## config.mk

```make
export PLATFORM = sky130hd
export DESIGN_NAME = periodic_compare_tick_timer_top_flat
export DESIGN_NICKNAME = d
export VERILOG_FILES = /design/src/rtl/ptt_pkg.sv /design/src/rtl/ptt_if.sv /design/src/rtl/ptt_div.sv /design/src/rtl/ptt_mul.sv /design/src/rtl/periodic_compare_tick_timer_top.sv /design/src/flat_wrapper.sv
export SDC_FILE = /design/constraint.sdc
export NUM_CORES = 2
export LEC_CHECK = 0
export BUFFER_PORTS_ARGS = -buffer_cell sky130_fd_sc_hd__clkbuf_2
export CORE_MARGIN = 3
export CORE_UTILIZATION = 34
export DETAILED_ROUTE_END_ITERATION = 10
export GPL_TIMING_DRIVEN = 0
export PLACE_DENSITY = 0.52
export SYNTH_ARGS = -nofsm -noshare
export SYNTH_HDL_FRONTEND = slang
export SYNTH_SLANG_ARGS = --single-unit
```

## constraint.sdc

```tcl
create_clock -name i_clk -period 14.47 [get_ports i_clk]
set_clock_uncertainty 0.15 [all_clocks]
set_input_delay 1.447 -clock i_clk [delete_from_list [all_inputs] [get_ports i_clk]]
set_output_delay 1.447 -clock i_clk [all_outputs]
set_load 0.03 [all_outputs]
```

## src/rtl/ptt_pkg.sv

```systemverilog
// ----------------------------------------------------------------------------
// ptt_pkg
// Shared types and constants of the periodic compare tick timer.
// ----------------------------------------------------------------------------
package ptt_pkg;

    // Fixed field widths
    localparam int SAMPLE_W = 32;
    localparam int CMP_W    = 32;
    localparam int TIME_W   = 64;
    localparam int FREQ_W   = 30;
    localparam int IVL_W    = 16;
    localparam int CMD_W    = 2;

    // Shift-add multiplier width, matches the 64-bit tick total
    localparam int MUL_W    = 64;

    // Derived clock ratios: freq/1000, freq/1e6 and (freq/1e6)*1000
    localparam int FK_W     = 21;
    localparam int PU_W     = 11;
    localparam int PMS_W    = 21;

    localparam int KILO     = 1000;
    localparam int MEGA     = 1000000;

    // Register reset values and the ratios that follow from them
    localparam int FREQ_RST = 100000000;
    localparam int IVL_RST  = 10;
    localparam int FK_RST   = FREQ_RST / KILO;
    localparam int PU_RST   = FREQ_RST / MEGA;
    localparam int PMS_RST  = PU_RST * KILO;

    // Configuration register indexes
    localparam int CFG_IDX_W = 1;
    typedef enum logic [CFG_IDX_W-1:0] {
        REG_FREQ     = 1'b0,
        REG_INTERVAL = 1'b1
    } t_cfg_reg;

    // Item commands
    typedef enum logic [CMD_W-1:0] {
        CMD_START   = 2'd0,
        CMD_SERVICE = 2'd1,
        CMD_QRY_MS  = 2'd2,
        CMD_QRY_US  = 2'd3
    } t_cmd;

    // Sequencer states
    typedef enum logic [3:0] {
        ST_IDLE,
        ST_CFG_FK,
        ST_CFG_PU,
        ST_CFG_PMS,
        ST_START_W,
        ST_SV_PREP,
        ST_SV_CHK,
        ST_SV_DIV,
        ST_SV_MUL,
        ST_QRY_W,
        ST_QRY_US,
        ST_DONE
    } t_state;

    // One result item
    typedef struct packed {
        logic [CMP_W-1:0]  compare_value;
        logic              write_compare;
        logic              notify;
        logic              counter_enabled;
        logic [TIME_W-1:0] time_value;
    } t_result;

endpackage

```

## src/rtl/ptt_if.sv

```systemverilog
// ----------------------------------------------------------------------------
// ptt_if
// Valid/ready channels for command items and result items.
// ----------------------------------------------------------------------------
interface ptt_in_if
    import ptt_pkg::*;
();
    logic                valid;
    logic                ready;
    logic [CMD_W-1:0]    command;
    logic [SAMPLE_W-1:0] count_sample;

    modport source (output valid, command, count_sample, input ready);
    modport sink   (input valid, command, count_sample, output ready);
endinterface

interface ptt_out_if
    import ptt_pkg::*;
();
    logic              valid;
    logic              ready;
    logic [CMP_W-1:0]  compare_value;
    logic              write_compare;
    logic              notify;
    logic              counter_enabled;
    logic [TIME_W-1:0] time_value;

    modport source (output valid, compare_value, write_compare, notify,
                    counter_enabled, time_value, input ready);
    modport sink   (input valid, compare_value, write_compare, notify,
                    counter_enabled, time_value, output ready);
endinterface

```

## src/rtl/ptt_div.sv

```systemverilog
// ----------------------------------------------------------------------------
// ptt_div
// Restoring divider, one quotient bit per cycle.
// ----------------------------------------------------------------------------
module ptt_div #(
    parameter int W = 32
) (
    input  logic         i_clk,
    input  logic         i_rst_n,
    input  logic         i_start,
    input  logic [W-1:0] i_dividend,
    input  logic [W-1:0] i_divisor,
    output logic         o_busy,
    output logic [W-1:0] o_quotient
);
    localparam int CNT_W = $clog2(W);

    logic             r_busy;
    logic [CNT_W-1:0] r_cnt;
    logic [W-1:0]     r_rem;
    logic [W-1:0]     r_quo;
    logic [W-1:0]     r_dvs;

    logic [W:0]       trial;
    logic [W:0]       diff;

    // Shift the next dividend bit into the remainder and try a subtract
    assign trial = {r_rem, r_quo[W-1]};
    assign diff  = trial - {1'b0, r_dvs};

    // Control
    always_ff @(posedge i_clk) begin
        if (!i_rst_n) begin
            r_busy <= 1'b0;
            r_cnt  <= '0;
        end else if (i_start) begin
            r_busy <= 1'b1;
            r_cnt  <= '0;
        end else if (r_busy) begin
            r_cnt <= r_cnt + CNT_W'(1);
            if (r_cnt == CNT_W'(W - 1)) begin
                r_busy <= 1'b0;
            end
        end
    end

    // Datapath: keep the remainder when the subtract borrows
    always_ff @(posedge i_clk) begin
        if (i_start) begin
            r_rem <= '0;
            r_quo <= i_dividend;
            r_dvs <= i_divisor;
        end else if (r_busy) begin
            if (!diff[W]) begin
                r_rem <= diff[W-1:0];
                r_quo <= {r_quo[W-2:0], 1'b1};
            end else begin
                r_rem <= trial[W-1:0];
                r_quo <= {r_quo[W-2:0], 1'b0};
            end
        end
    end

    assign o_busy     = r_busy;
    assign o_quotient = r_quo;

endmodule

```

## src/rtl/ptt_mul.sv

```systemverilog
// ----------------------------------------------------------------------------
// ptt_mul
// Shift-add multiplier, one multiplier bit per cycle, product modulo 2^W.
// Stops as soon as the remaining multiplier bits are all zero.
// ----------------------------------------------------------------------------
module ptt_mul #(
    parameter int W = 64
) (
    input  logic         i_clk,
    input  logic         i_rst_n,
    input  logic         i_start,
    input  logic [W-1:0] i_a,
    input  logic [W-1:0] i_b,
    output logic         o_busy,
    output logic [W-1:0] o_product
);
    logic         r_busy;
    logic [W-1:0] r_acc;
    logic [W-1:0] r_a;
    logic [W-1:0] r_b;

    // Control: done once the multiplier has shifted out
    always_ff @(posedge i_clk) begin
        if (!i_rst_n) begin
            r_busy <= 1'b0;
        end else if (i_start) begin
            r_busy <= 1'b1;
        end else if (r_busy && (r_b == '0)) begin
            r_busy <= 1'b0;
        end
    end

    // Datapath: add the shifted multiplicand for each set bit
    always_ff @(posedge i_clk) begin
        if (i_start) begin
            r_acc <= '0;
            r_a   <= i_a;
            r_b   <= i_b;
        end else if (r_busy && (r_b != '0)) begin
            if (r_b[0]) begin
                r_acc <= r_acc + r_a;
            end
            r_a <= {r_a[W-2:0], 1'b0};
            r_b <= {1'b0, r_b[W-1:1]};
        end
    end

    assign o_busy    = r_busy;
    assign o_product = r_acc;

endmodule

```

## src/rtl/periodic_compare_tick_timer_top.sv

```systemverilog
// ----------------------------------------------------------------------------
// periodic_compare_tick_timer_top
// Periodic tick timer on a free-running count: start, service, time queries.
// ----------------------------------------------------------------------------
// One item is worked on at a time; a new item is taken as soon as the
// sequencer is back in idle, even while the previous result still waits in
// the output register. All arithmetic beyond single adds runs on one bit-serial
// divider, DW = max(COUNT_WIDTH, 30) bits wide, and one shift-add multiplier.
// A start runs one multiplication; a service before start or one that lands
// within one interval needs neither unit; a late service runs one division
// and then one multiplication; a query runs a division and a multiplication
// side by side, and a microsecond query one more multiplication after them.
// A stalled result holds the sequencer in its last step. A write of
// counter_frequency_hz recomputes the counts per millisecond and microsecond
// on the same units, holding ready low until the recomputation is done.
// ----------------------------------------------------------------------------
module periodic_compare_tick_timer_top
    import ptt_pkg::*;
#(
    parameter int COUNT_WIDTH = 32
) (
    input  logic                 i_clk,
    input  logic                 i_rst_n,
    input  logic                 i_cfg_we,
    input  logic [CFG_IDX_W-1:0] i_cfg_idx,
    input  logic [FREQ_W-1:0]    i_cfg_wdata,
    ptt_in_if.sink               i_in,
    ptt_out_if.source            o_out
);
    localparam int CW = COUNT_WIDTH;
    localparam int DW = (CW > FREQ_W) ? CW : FREQ_W;
    localparam logic [CW-1:0] HALF = {1'b1, {(CW - 1){1'b0}}};

    // State
    t_state             r_state, n_state;
    logic [FREQ_W-1:0]  r_freq, n_freq;
    logic [IVL_W-1:0]   r_interval, n_interval;
    logic [FK_W-1:0]    r_fk, n_fk;
    logic [PU_W-1:0]    r_pu, n_pu;
    logic [PMS_W-1:0]   r_pms, n_pms;
    logic [MUL_W-1:0]   r_tick, n_tick;
    logic [CW-1:0]      r_deadline, n_deadline;
    logic               r_running, n_running;
    logic [CW-1:0]      r_held, n_held;
    logic [IVL_W-1:0]   r_held_ms, n_held_ms;
    t_cmd               r_cmd, n_cmd;
    logic [CW-1:0]      r_now, n_now;
    logic [CW-1:0]      r_d, n_d;
    logic [CW-1:0]      r_extra, n_extra;
    t_result            r_res, n_res;
    t_result            r_out, n_out;
    logic               r_out_valid, n_out_valid;

    // Arithmetic units
    logic               div_start;
    logic [DW-1:0]      div_dividend;
    logic [DW-1:0]      div_divisor;
    logic               div_busy;
    logic [DW-1:0]      div_quo;
    logic               mul_start;
    logic [MUL_W-1:0]   mul_a;
    logic [MUL_W-1:0]   mul_b;
    logic               mul_busy;
    logic [MUL_W-1:0]   mul_prod;

    // Single-step arithmetic, wrapped at the count width
    logic               in_acc;
    t_cmd               in_cmd;
    logic [CW-1:0]      in_now;
    logic [CW-1:0]      elapsed;
    logic [CW-1:0]      sv_nd;
    logic [CW-1:0]      sv_d;
    logic [CW-1:0]      sv_fwd;
    logic [CW-1:0]      sv_rev;
    logic [CW-1:0]      sv_back;
    logic [CW-1:0]      sv_extra;
    logic [CW-1:0]      mul_lo;
    logic [CW-1:0]      st_dl;
    logic [CW-1:0]      sv_dl;
    logic [MUL_W-1:0]   quo_ext;
    logic [MUL_W-1:0]   prod_sum;
    logic [PU_W-1:0]    pu_q;
    logic               sv_ahead;
    logic               sv_short;

    assign in_acc   = i_in.valid && i_in.ready;
    assign in_cmd   = t_cmd'(i_in.command);
    assign in_now   = CW'(i_in.count_sample);
    assign elapsed  = in_now - r_deadline + r_held;
    assign sv_nd    = r_deadline + r_held;
    assign sv_d     = r_now - sv_nd;
    assign sv_fwd   = r_d - CW'(1);
    assign sv_rev   = HALF - r_d - CW'(1);
    assign sv_back  = '0 - r_held;
    assign sv_extra = div_quo[CW-1:0] + CW'(1);
    assign mul_lo   = mul_prod[CW-1:0];
    assign st_dl    = r_now + mul_lo;
    assign sv_dl    = r_deadline + mul_lo;
    assign quo_ext  = MUL_W'(div_quo);
    assign prod_sum = mul_prod + quo_ext;
    assign pu_q     = (div_quo[PU_W-1:0] == '0) ? PU_W'(1) : div_quo[PU_W-1:0];
    assign sv_ahead = (r_d != '0) && !r_d[CW-1];
    assign sv_short = !r_held[CW-1] || (r_held == HALF);

    // Take items only from idle, never in the cycle of a register write
    assign i_in.ready = (r_state == ST_IDLE) && !i_cfg_we;

    ptt_div #(
        .W (DW)
    ) u_ptt_div (
        .i_clk      (i_clk),
        .i_rst_n    (i_rst_n),
        .i_start    (div_start),
        .i_dividend (div_dividend),
        .i_divisor  (div_divisor),
        .o_busy     (div_busy),
        .o_quotient (div_quo)
    );

    ptt_mul #(
        .W (MUL_W)
    ) u_ptt_mul (
        .i_clk     (i_clk),
        .i_rst_n   (i_rst_n),
        .i_start   (mul_start),
        .i_a       (mul_a),
        .i_b       (mul_b),
        .o_busy    (mul_busy),
        .o_product (mul_prod)
    );

    // Sequencer: next state, unit launches and register updates
    always_comb begin
        n_state      = r_state;
        n_freq       = r_freq;
        n_interval   = r_interval;
        n_fk         = r_fk;
        n_pu         = r_pu;
        n_pms        = r_pms;
        n_tick       = r_tick;
        n_deadline   = r_deadline;
        n_running    = r_running;
        n_held       = r_held;
        n_held_ms    = r_held_ms;
        n_cmd        = r_cmd;
        n_now        = r_now;
        n_d          = r_d;
        n_extra      = r_extra;
        n_res        = r_res;
        n_out        = r_out;
        n_out_valid  = r_out_valid;
        div_start    = 1'b0;
        div_dividend = '0;
        div_divisor  = '0;
        mul_start    = 1'b0;
        mul_a        = '0;
        mul_b        = '0;

        // Drop the result once taken
        if (r_out_valid && o_out.ready) begin
            n_out_valid = 1'b0;
        end

        case (r_state)
            ST_IDLE: begin
                if (in_acc) begin
                    n_cmd = in_cmd;
                    n_now = in_now;
                    case (in_cmd)
                        CMD_START: begin
                            mul_start = 1'b1;
                            mul_a     = MUL_W'(r_fk);
                            mul_b     = MUL_W'(r_interval);
                            n_state   = ST_START_W;
                        end
                        CMD_SERVICE: begin
                            if (r_running) begin
                                n_state = ST_SV_PREP;
                            end else begin
                                n_res   = '0;
                                n_state = ST_DONE;
                            end
                        end
                        default: begin
                            // Queries: elapsed / divisor and ticks * interval
                            div_start    = 1'b1;
                            div_dividend = DW'(elapsed);
                            div_divisor  = (in_cmd == CMD_QRY_MS) ? DW'(r_pms) : DW'(r_pu);
                            mul_start    = 1'b1;
                            mul_a        = r_tick;
                            mul_b        = MUL_W'(r_held_ms);
                            n_state      = ST_QRY_W;
                        end
                    endcase
                end
            end
            ST_CFG_FK: begin
                if (!div_busy) begin
                    n_fk         = div_quo[FK_W-1:0];
                    div_start    = 1'b1;
                    div_dividend = DW'(r_freq);
                    div_divisor  = DW'(MEGA);
                    n_state      = ST_CFG_PU;
                end
            end
            ST_CFG_PU: begin
                if (!div_busy) begin
                    n_pu      = pu_q;
                    mul_start = 1'b1;
                    mul_a     = MUL_W'(KILO);
                    mul_b     = MUL_W'(pu_q);
                    n_state   = ST_CFG_PMS;
                end
            end
            ST_CFG_PMS: begin
                if (!mul_busy) begin
                    n_pms   = mul_prod[PMS_W-1:0];
                    n_state = ST_IDLE;
                end
            end
            ST_START_W: begin
                if (!mul_busy) begin
                    n_held                = mul_lo;
                    n_held_ms             = r_interval;
                    n_deadline            = st_dl;
                    n_running             = 1'b1;
                    n_res                 = '0;
                    n_res.compare_value   = CMP_W'(st_dl);
                    n_res.write_compare   = 1'b1;
                    n_res.counter_enabled = 1'b1;
                    n_state               = ST_DONE;
                end
            end
            ST_SV_PREP: begin
                // Count this tick and advance by one interval
                n_tick     = r_tick + MUL_W'(1);
                n_deadline = sv_nd;
                n_d        = sv_d;
                n_state    = ST_SV_CHK;
            end
            ST_SV_CHK: begin
                if (sv_ahead && (r_held != '0)) begin
                    // Late: count the missed intervals in one division
                    div_start = 1'b1;
                    if (sv_short) begin
                        div_dividend = DW'(sv_fwd);
                        div_divisor  = DW'(r_held);
                    end else begin
                        div_dividend = DW'(sv_rev);
                        div_divisor  = DW'(sv_back);
                    end
                    n_state = ST_SV_DIV;
                end else begin
                    n_res                 = '0;
                    n_res.compare_value   = CMP_W'(r_deadline);
                    n_res.write_compare   = 1'b1;
                    n_res.notify          = 1'b1;
                    n_res.counter_enabled = 1'b1;
                    n_state               = ST_DONE;
                end
            end
            ST_SV_DIV: begin
                if (!div_busy) begin
                    n_extra   = sv_extra;
                    mul_start = 1'b1;
                    mul_a     = MUL_W'(r_held);
                    mul_b     = MUL_W'(sv_extra);
                    n_state   = ST_SV_MUL;
                end
            end
            ST_SV_MUL: begin
                if (!mul_busy) begin
                    n_deadline            = sv_dl;
                    n_tick                = r_tick + MUL_W'(r_extra);
                    n_res                 = '0;
                    n_res.compare_value   = CMP_W'(sv_dl);
                    n_res.write_compare   = 1'b1;
                    n_res.notify          = 1'b1;
                    n_res.counter_enabled = 1'b1;
                    n_state               = ST_DONE;
                end
            end
            ST_QRY_W: begin
                if (!div_busy && !mul_busy) begin
                    if (r_cmd == CMD_QRY_MS) begin
                        n_res                 = '0;
                        n_res.counter_enabled = r_running;
                        n_res.time_value      = {{(TIME_W - CMP_W){1'b0}}, prod_sum[CMP_W-1:0]};
                        n_state               = ST_DONE;
                    end else begin
                        mul_start = 1'b1;
                        mul_a     = mul_prod;
                        mul_b     = MUL_W'(KILO);
                        n_state   = ST_QRY_US;
                    end
                end
            end
            ST_QRY_US: begin
                if (!mul_busy) begin
                    n_res                 = '0;
                    n_res.counter_enabled = r_running;
                    n_res.time_value      = prod_sum;
                    n_state               = ST_DONE;
                end
            end
            ST_DONE: begin
                // Hold the result until the output register frees up
                if (!r_out_valid || o_out.ready) begin
                    n_out       = r_res;
                    n_out_valid = 1'b1;
                    n_state     = ST_IDLE;
                end
            end
            default: begin
                n_state = ST_IDLE;
            end
        endcase

        // Register writes; a new frequency restarts the ratio update
        if (i_cfg_we) begin
            case (t_cfg_reg'(i_cfg_idx))
                REG_FREQ: begin
                    n_freq       = i_cfg_wdata;
                    div_start    = 1'b1;
                    div_dividend = DW'(i_cfg_wdata);
                    div_divisor  = DW'(KILO);
                    n_state      = ST_CFG_FK;
                end
                REG_INTERVAL: begin
                    n_interval = i_cfg_wdata[IVL_W-1:0];
                end
                default: begin
                end
            endcase
        end
    end

    // State register
    always_ff @(posedge i_clk) begin
        if (!i_rst_n) begin
            r_state <= ST_IDLE;
        end else begin
            r_state <= n_state;
        end
    end

    // Timer state and configuration
    always_ff @(posedge i_clk) begin
        if (!i_rst_n) begin
            r_freq      <= FREQ_W'(FREQ_RST);
            r_interval  <= IVL_W'(IVL_RST);
            r_fk        <= FK_W'(FK_RST);
            r_pu        <= PU_W'(PU_RST);
            r_pms       <= PMS_W'(PMS_RST);
            r_tick      <= '0;
            r_deadline  <= '0;
            r_running   <= 1'b0;
            r_held      <= '0;
            r_held_ms   <= '0;
            r_out_valid <= 1'b0;
        end else begin
            r_freq      <= n_freq;
            r_interval  <= n_interval;
            r_fk        <= n_fk;
            r_pu        <= n_pu;
            r_pms       <= n_pms;
            r_tick      <= n_tick;
            r_deadline  <= n_deadline;
            r_running   <= n_running;
            r_held      <= n_held;
            r_held_ms   <= n_held_ms;
            r_out_valid <= n_out_valid;
        end
    end

    // Working and result payload
    always_ff @(posedge i_clk) begin
        r_cmd   <= n_cmd;
        r_now   <= n_now;
        r_d     <= n_d;
        r_extra <= n_extra;
        r_res   <= n_res;
        r_out   <= n_out;
    end

    assign o_out.valid           = r_out_valid;
    assign o_out.compare_value   = r_out.compare_value;
    assign o_out.write_compare   = r_out.write_compare;
    assign o_out.notify          = r_out.notify;
    assign o_out.counter_enabled = r_out.counter_enabled;
    assign o_out.time_value      = r_out.time_value;

endmodule

```

## src/flat_wrapper.sv

```systemverilog
// flat-port wrapper written by rule: the top's interface ports become plain ports
module periodic_compare_tick_timer_top_flat import ptt_pkg::*;
#(
    parameter int COUNT_WIDTH = 32
)
  (i_clk, i_rst_n, i_cfg_we, i_cfg_idx, i_cfg_wdata, i_in_valid, i_in_command, i_in_count_sample, i_in_ready, o_out_valid, o_out_compare_value, o_out_write_compare, o_out_notify, o_out_counter_enabled, o_out_time_value, o_out_ready);
  ptt_in_if i_in_i ();
  ptt_out_if o_out_i ();
  input  logic i_clk;
  input  logic i_rst_n;
  input  logic i_cfg_we;
  input  logic [CFG_IDX_W-1:0] i_cfg_idx;
  input  logic [FREQ_W-1:0] i_cfg_wdata;
  input wire logic [$bits(i_in_i.valid)-1:0] i_in_valid;
  input wire logic [$bits(i_in_i.command)-1:0] i_in_command;
  input wire logic [$bits(i_in_i.count_sample)-1:0] i_in_count_sample;
  output wire logic [$bits(i_in_i.ready)-1:0] i_in_ready;
  output wire logic [$bits(o_out_i.valid)-1:0] o_out_valid;
  output wire logic [$bits(o_out_i.compare_value)-1:0] o_out_compare_value;
  output wire logic [$bits(o_out_i.write_compare)-1:0] o_out_write_compare;
  output wire logic [$bits(o_out_i.notify)-1:0] o_out_notify;
  output wire logic [$bits(o_out_i.counter_enabled)-1:0] o_out_counter_enabled;
  output wire logic [$bits(o_out_i.time_value)-1:0] o_out_time_value;
  input wire logic [$bits(o_out_i.ready)-1:0] o_out_ready;
  assign i_in_i.valid = i_in_valid;
  assign i_in_i.command = i_in_command;
  assign i_in_i.count_sample = i_in_count_sample;
  assign i_in_ready = i_in_i.ready;
  assign o_out_valid = o_out_i.valid;
  assign o_out_compare_value = o_out_i.compare_value;
  assign o_out_write_compare = o_out_i.write_compare;
  assign o_out_notify = o_out_i.notify;
  assign o_out_counter_enabled = o_out_i.counter_enabled;
  assign o_out_time_value = o_out_i.time_value;
  assign o_out_i.ready = o_out_ready;
  periodic_compare_tick_timer_top #(.COUNT_WIDTH(COUNT_WIDTH)) u_core (.i_clk(i_clk), .i_rst_n(i_rst_n), .i_cfg_we(i_cfg_we), .i_cfg_idx(i_cfg_idx), .i_cfg_wdata(i_cfg_wdata), .i_in(i_in_i), .o_out(o_out_i));
endmodule
```

# == Word-level counts from Yosys, hierarchy flattened ==
# Cells that the tools add are included.
# totals
regBits,840
elab_cells,217
in_bits,70
output_inout_bits,101
# op_classes
eq_ne,25
n_bitwise,4
n_reduce_logical,46
n_mux,90
addsub,17
# ops
op,count
2-to-1 mux 99 bit,9
2-to-1 mux 64 bit,10
2-to-1 mux 32 bit,19
one-hot mux 99 bit (6 select lines),1
one-hot mux 64 bit (4 select lines),2
one-hot mux 32 bit (3 select lines),3
one-hot mux 64 bit (2 select lines),2
adder 32 bit,4
adder 64 x 32 -> 64 bit,2
adder 64 x 1 -> 64 bit (second input constant),1
adder 64 bit,1
logical NOT 64 bit,1
nonzero test 32 bit,2
nonzero test 64 bit,1
subtractor 32 x 1 -> 32 bit (second input constant),2
subtractor 32 bit,2
2-to-1 mux 4 bit,12
one-hot mux 4 bit (10 select lines),1
subtractor 33 x 32 -> 33 bit,1
adder 32 x 1 -> 32 bit (second input constant),1
== test 32 bit (second input constant),1
one-hot mux 16 bit (2 select lines),1
subtractor 1 x 32 -> 32 bit (first input constant),1
subtractor 32 bit (first input constant),1
other kinds (33),101

# == Logic depth before layout (Yosys ltp) ==
# logic_depth
word_depth,8
depth_mapped,22

# == By module ==
# From an unflattened synthesis, not the netlist that was laid out.
# unflattened
hier_cells,5881
area_unflattened_um2,53850.4
# by_module_without_submodules
module,instances,area_each_um2,cells_each,seq_area_each_um2
periodic_compare_tick_timer_top,1,36517.5,4213,13873.3
ptt_mul,1,11586.1,1122,5144.9
ptt_div,1,5746.8,546,2682.6

# == Worst setup path after synthesis ==
# No wires, ideal clock.
# synth_path
path_type,input to register
start,in i_cfg_we
end,reg u_core.r_res[0] (netlist bit) (enable)
setup_ps,703
t_required_ps,13617
t_arrival_ps,11190
path_slack_ps,2427
stages,5
path_cell_list,nor4_1 -> nand2_1 -> inv_1 -> nand3_1 -> a211oi_1
# synth_via
elab_chain_len,5
# synth_lines
element,line,source
"start, declared",flat_wrapper.sv:11,input logic i_cfg_we;
logical NOT 1 bit,periodic_compare_tick_timer_top.sv:106,assign i_in.ready = (r_state == ST_IDLE) && !i_cfg_we;
logical AND 1 bit,periodic_compare_tick_timer_top.sv:106,
logical AND 1 bit,periodic_compare_tick_timer_top.sv:86,assign in_acc = i_in.valid && i_in.ready;
!= test 2 x 1 -> 1 bit (no line),--,
AND reduction 10 bit (no line),--,
"end signal, assigned",periodic_compare_tick_timer_top.sv:382,r_res <= n_res;
"end, declared",periodic_compare_tick_timer_top.sv:50,"t_result r_res, n_res;"
# Every way passes these cells.
# A chain may end at the register's enable or synchronous reset.

# == Final worst setup path ==
# layout_path
start,reg u_core.r_state[3]
end,reg u_core.r_tick[58]
# layout_via
elab_chain_len,3
elab_cells_between_ends,6
cone_classes,eq/ne: 3; mux: 1; reduce/logical: 2
# layout_lines
element,line,source
"start, declared",periodic_compare_tick_timer_top.sv:35,"t_state r_state, n_state;"
"start signal, assigned",periodic_compare_tick_timer_top.sv:343,r_state <= n_state;
== test 4 bit or == test 4 x 3 -> 1 bit (tied branches),periodic_compare_tick_timer_top.sv:164,case (r_state)
!= test 2 bit (no line) or nonzero test 2 bit (tied branches),--,
AND reduction 2 bit (no line),--,
"end signal, assigned",periodic_compare_tick_timer_top.sv:367,r_tick <= n_tick;
"end, declared",periodic_compare_tick_timer_top.sv:41,"logic [MUL_W-1:0] r_tick, n_tick;"
# Several ways; a longest one is shown, not always the timed one.

==> run metrics <==
status=finished, final reports clean; buffer levels on the longest clock path=3; GRT overflow=0; Syn Inst Count=between 5,000 and 6,000; Synth Flop Type=edfxtp_1; Synth cell types=92; clock network power share=0.275; CTS Buf Count=98; CP max stage cell=clkbuf_1; crit path launch=u_core.r_state[3]; Initial Util=0.343; CTS clock-pin slew for the worst setup and hold paths=around 0.06 ns; crit end category=register; Die Y=~400 um; final worst setup slack=approximately 6.8 ns; largest net degree at the start of global routing=67; Tmin final=around 7.7 ns; post-synthesis sequential area ratio=0.409; total track usage=0.274; initial DRC count=roughly 4,800; initial antenna violation count=13; CTS tree=built; Hold Fails Final Rpt=0; clk root buf=clkbuf_16; Layout Nets=6,358; asr flop ratio synth=0; worst skew pair latency=0.73 ns; max-cap viol count=0; CP Class=reg2reg; total setup buffers inserted after CTS=0; Min-Delay Startpoint=u_core.r_res[97]; Synth Register Bits=a little over 800; Mapped Area=0.0507 mm^2; VDD IR max=0.113 mV; setup tns final=0 ns; I/O pin total=about 170; sequential share of power=0.357; Final period util=0.529; via count=approximately 46,000; # port buffers=170; top cell type's share of synthesized area=0.270; H-tree lvl count=3; # rows=between 100 and 150; WP data required=between 10 and 15 ns; pre-CTS WS=around 7.0 ns; FF-to-FF Start=u_core.r_state[3]; CP peak stage delay=1.09 ns; Vias/cell=roughly 5.7; max-slew headroom at the worst pin=0.0377; # setup viols final=0; vias in the first global route=43,747; ranking of synthesized cells by area=edfxtp_1 (27%), dfxtp_1 (14%), ha_1 (7.9%); Avg Inst Size Synth=8.99 um^2; Worst Path Max Fanout=10; Syn Nets=slightly above 6,000; fill count=between 15,000 and 20,000; Sink Count=~800; layout cell share with drive strength beyond 1=0.0692; Static Leak=about 23 nW; Synth area leader=edfxtp_1; Die W=392 um; PD cells=about 170 mW/mm^2; f_max=0.131 GHz; crit path DAT=8.09 ns; sw frac=0.406; Pre-antenna DRT Iters=9; DRC=0; post-CTS sizing=0; core area=0.148 mm^2; RSZ-0062 raised after global routing=no; P&R area growth vs syn=14.0%; warnings from Yosys=0; DP Wirelength=between 150 and 200 mm; max-slew violation count=0; type of the most critical hold path=reg2reg; kind of start point of the critical path=register; combinational power share=0.367; CP delay by family, top=buffers and inverters; number of flops mapped to enable cells by yosys=456; die area=~0.15 mm^2; routed len/inst=around 27 um; Worst Max-Slew Pin Slew=approximately 1.4 ns; sw power=approximately 4.0 mW; global-route wire length before repair=305 mm; Buf+Inv Stages, Crit Path=4; antenna-violating nets left=0; GPL Wtd Cong=between 0.9 and 1; Post-Route WL=216 mm; Critical Path, Cell by Cell=buf_2 -> nand2_1 -> nor3_1 -> clkbuf_1 -> clkbuf_1 -> and2_1 -> ha_1 -> nor2b_1 -> o21a_1 -> o21ai_0 -> a211oi_1 -> nor2_1 -> o41ai_2 -> a221oi_1 -> nor3_1 -> buf_4 -> nand4_1 -> xor2_1 -> nor2_1; Post-CTS Hold Fix Bufs=0; Int Pwr=around 5.9 mW
[power groups by stage]
| stage | registers, mW | logic, mW | clock network, mW |
|---|---|---|---|
| 6_report | 3.55 | 3.65 | 2.74 |
| 5_1_grt | 3.55 | 4.02 | 2.86 |
| 4_1_cts | 3.52 | 3.61 | 2.78 |
| 3_5_place_dp | 3.56 | 3.59 | 0 |
| 3_3_place_gp | 3.61 | 3.55 | 0 |
| 2_1_floorplan | 3.17 | 2.65 | 0 |
[through the flow]
stage / cells / power, mW / utilization / hold WS (ns) / cell area (um^2)
floorplan: 5642 / 5.82 / - / 0.250 / 50700
global placement: 7742 / 7.16 / 0.365 / 0.250 / 54000
detailed placement: 7757 / 7.15 / 0.367 / 0.255 / 54300
CTS: 7942 / 9.91 / 0.391 / 0.262 / 57800
global route: 7943 / 10.4 / 0.391 / 0.267 / 57800
finish: 7949 / 9.93 / 0.391 / 0.258 / 57800
[layer usage]
metal / vias to the layer above / GRT usage / share of wire
li1: 21177 / - / -
met1: 22104 / 0.336 / 0.40
met2: 1880 / 0.448 / 0.46
met3: 480 / 0.0574 / 0.076
met4: 6 / 0.151 / 0.064
met5: - / 0 / 0.00021
[synth_stat cells, types with 19 or more instances]
master and instances:
a211oi_1 49, a21o_1 160, a21oi_1 608, a221oi_1 32, a222oi_1 79, a22oi_1 29
a31oi_1 68, and2_1 46, and3_1 52, buf_1 27, clkbuf_1 230, dfxtp_1 352
edfxtp_1 456, fa_1 39, ha_1 322, inv_1 295, mux2i_1 59, nand2_1 742
nand2b_1 44, nand3_1 137, nand4_1 61, nor2_1 381, nor2b_1 51, nor3_1 91
nor4_1 28, o211ai_1 22, o21a_1 43, o21ai_0 307, o21bai_1 51, o221ai_1 34
o22ai_1 19, o31ai_1 33, or3_1 40, xnor2_1 245, xor2_1 160
[cells in the final DEF (no fill, tap or decap), types with 61 or more instances in the layout]
cell type	netlist	layout
ha_1	322	322
edfxtp_1	456	456
nor2_1	381	379
nand4_1	61	61
clkbuf_1	230	236
dfxtp_1	352	352
clkbuf_2	0	172
a21o_1	160	160
xnor2_1	245	245
a31oi_1	68	68
a21oi_1	608	608
nand3_1	137	137
nor3_1	91	91
xor2_1	160	160
nand2_1	742	740
o21ai_0	307	307
clkbuf_16	0	99
inv_1	295	294
a222oi_1	79	79
[area by class of cell]
type | count | area (um^2) | share of cell area
multi-input cells | 4266 | 27900 | 0.482
flip-flops and latches | 808 | 20700 | 0.359
clock buffers | 111 | 2560 | 0.0443
well taps | 1930 | 2410 | 0.0417
repair buffers | 185 | 1120 | 0.0194
inverters | 298 | 1120 | 0.0194
plain buffers | 270 | 1040 | 0.0180
clock inverters | 74 | 953 | 0.0165
diodes | 7 | 17.5 | 0.000303
[state kept, by name, summed over array words and instances, names as in the netlist, 2 cells and up]
name	cells
u_core.r_d	32
u_core.r_cmd	2
u_core.r_held	32
u_core.r_interval	16
u_core.r_tick	64
u_core.r_pms	21
u_core.u_ptt_mul.o_product	64
u_core.r_freq	30
u_core.r_now	32
u_core.u_ptt_div.r_cnt	5
u_core.o_out.time_value	64
u_core.u_ptt_div.r_dvs	32
u_core.r_fk	21
u_core.u_ptt_div.r_rem	32
u_core.r_state	4
u_core.r_pu	11
u_core.r_res	99
u_core.r_held_ms	16
u_core.u_ptt_div.o_quotient	32
u_core.o_out.compare_value	32
u_core.u_ptt_mul.r_b	32
u_core.r_extra	32
u_core.r_deadline	32
u_core.u_ptt_mul.r_a	64
[worst register-to-register path, stage by stage (launching register included)]
cell and delay, ns:
dfxtp_1 0.34, buf_2 0.22, nand2_1 0.43, nor3_1 0.34, clkbuf_1 1.09, clkbuf_1 1.02, and2_1 0.28, ha_1 0.18
nor2b_1 0.16, o21a_1 0.15, o21ai_0 0.15, a211oi_1 0.47, nor2_1 0.19, o41ai_2 0.77, a221oi_1 0.22, nor3_1 0.69
buf_4 0.32, nand4_1 0.13, xor2_1 0.15, nor2_1 0.05
[worst paths after layout]
kind                                          to  slack (ns)  depth (start not counted)
setup / recovery               u_core.r_tick[58]        6.81                         19
hold / removal    u_core.o_out.compare_value[30]        0.26                          0
setup reg to reg               u_core.r_tick[58]        6.81                         19
hold reg to reg   u_core.o_out.compare_value[30]        0.26                          0
[logic make-up after synthesis]
family | share of synthesized area
AND/OR/NAND/NOR | 0.157
AO/OA/AOI/OAI | 0.214
flip-flops | 0.409
buffers and inverters | 0.0426
XOR/XNOR | 0.0702
adder cells (fa/ha/maj) | 0.0948
multiplexers | 0.0127
(Power assumes the default switching activity.)
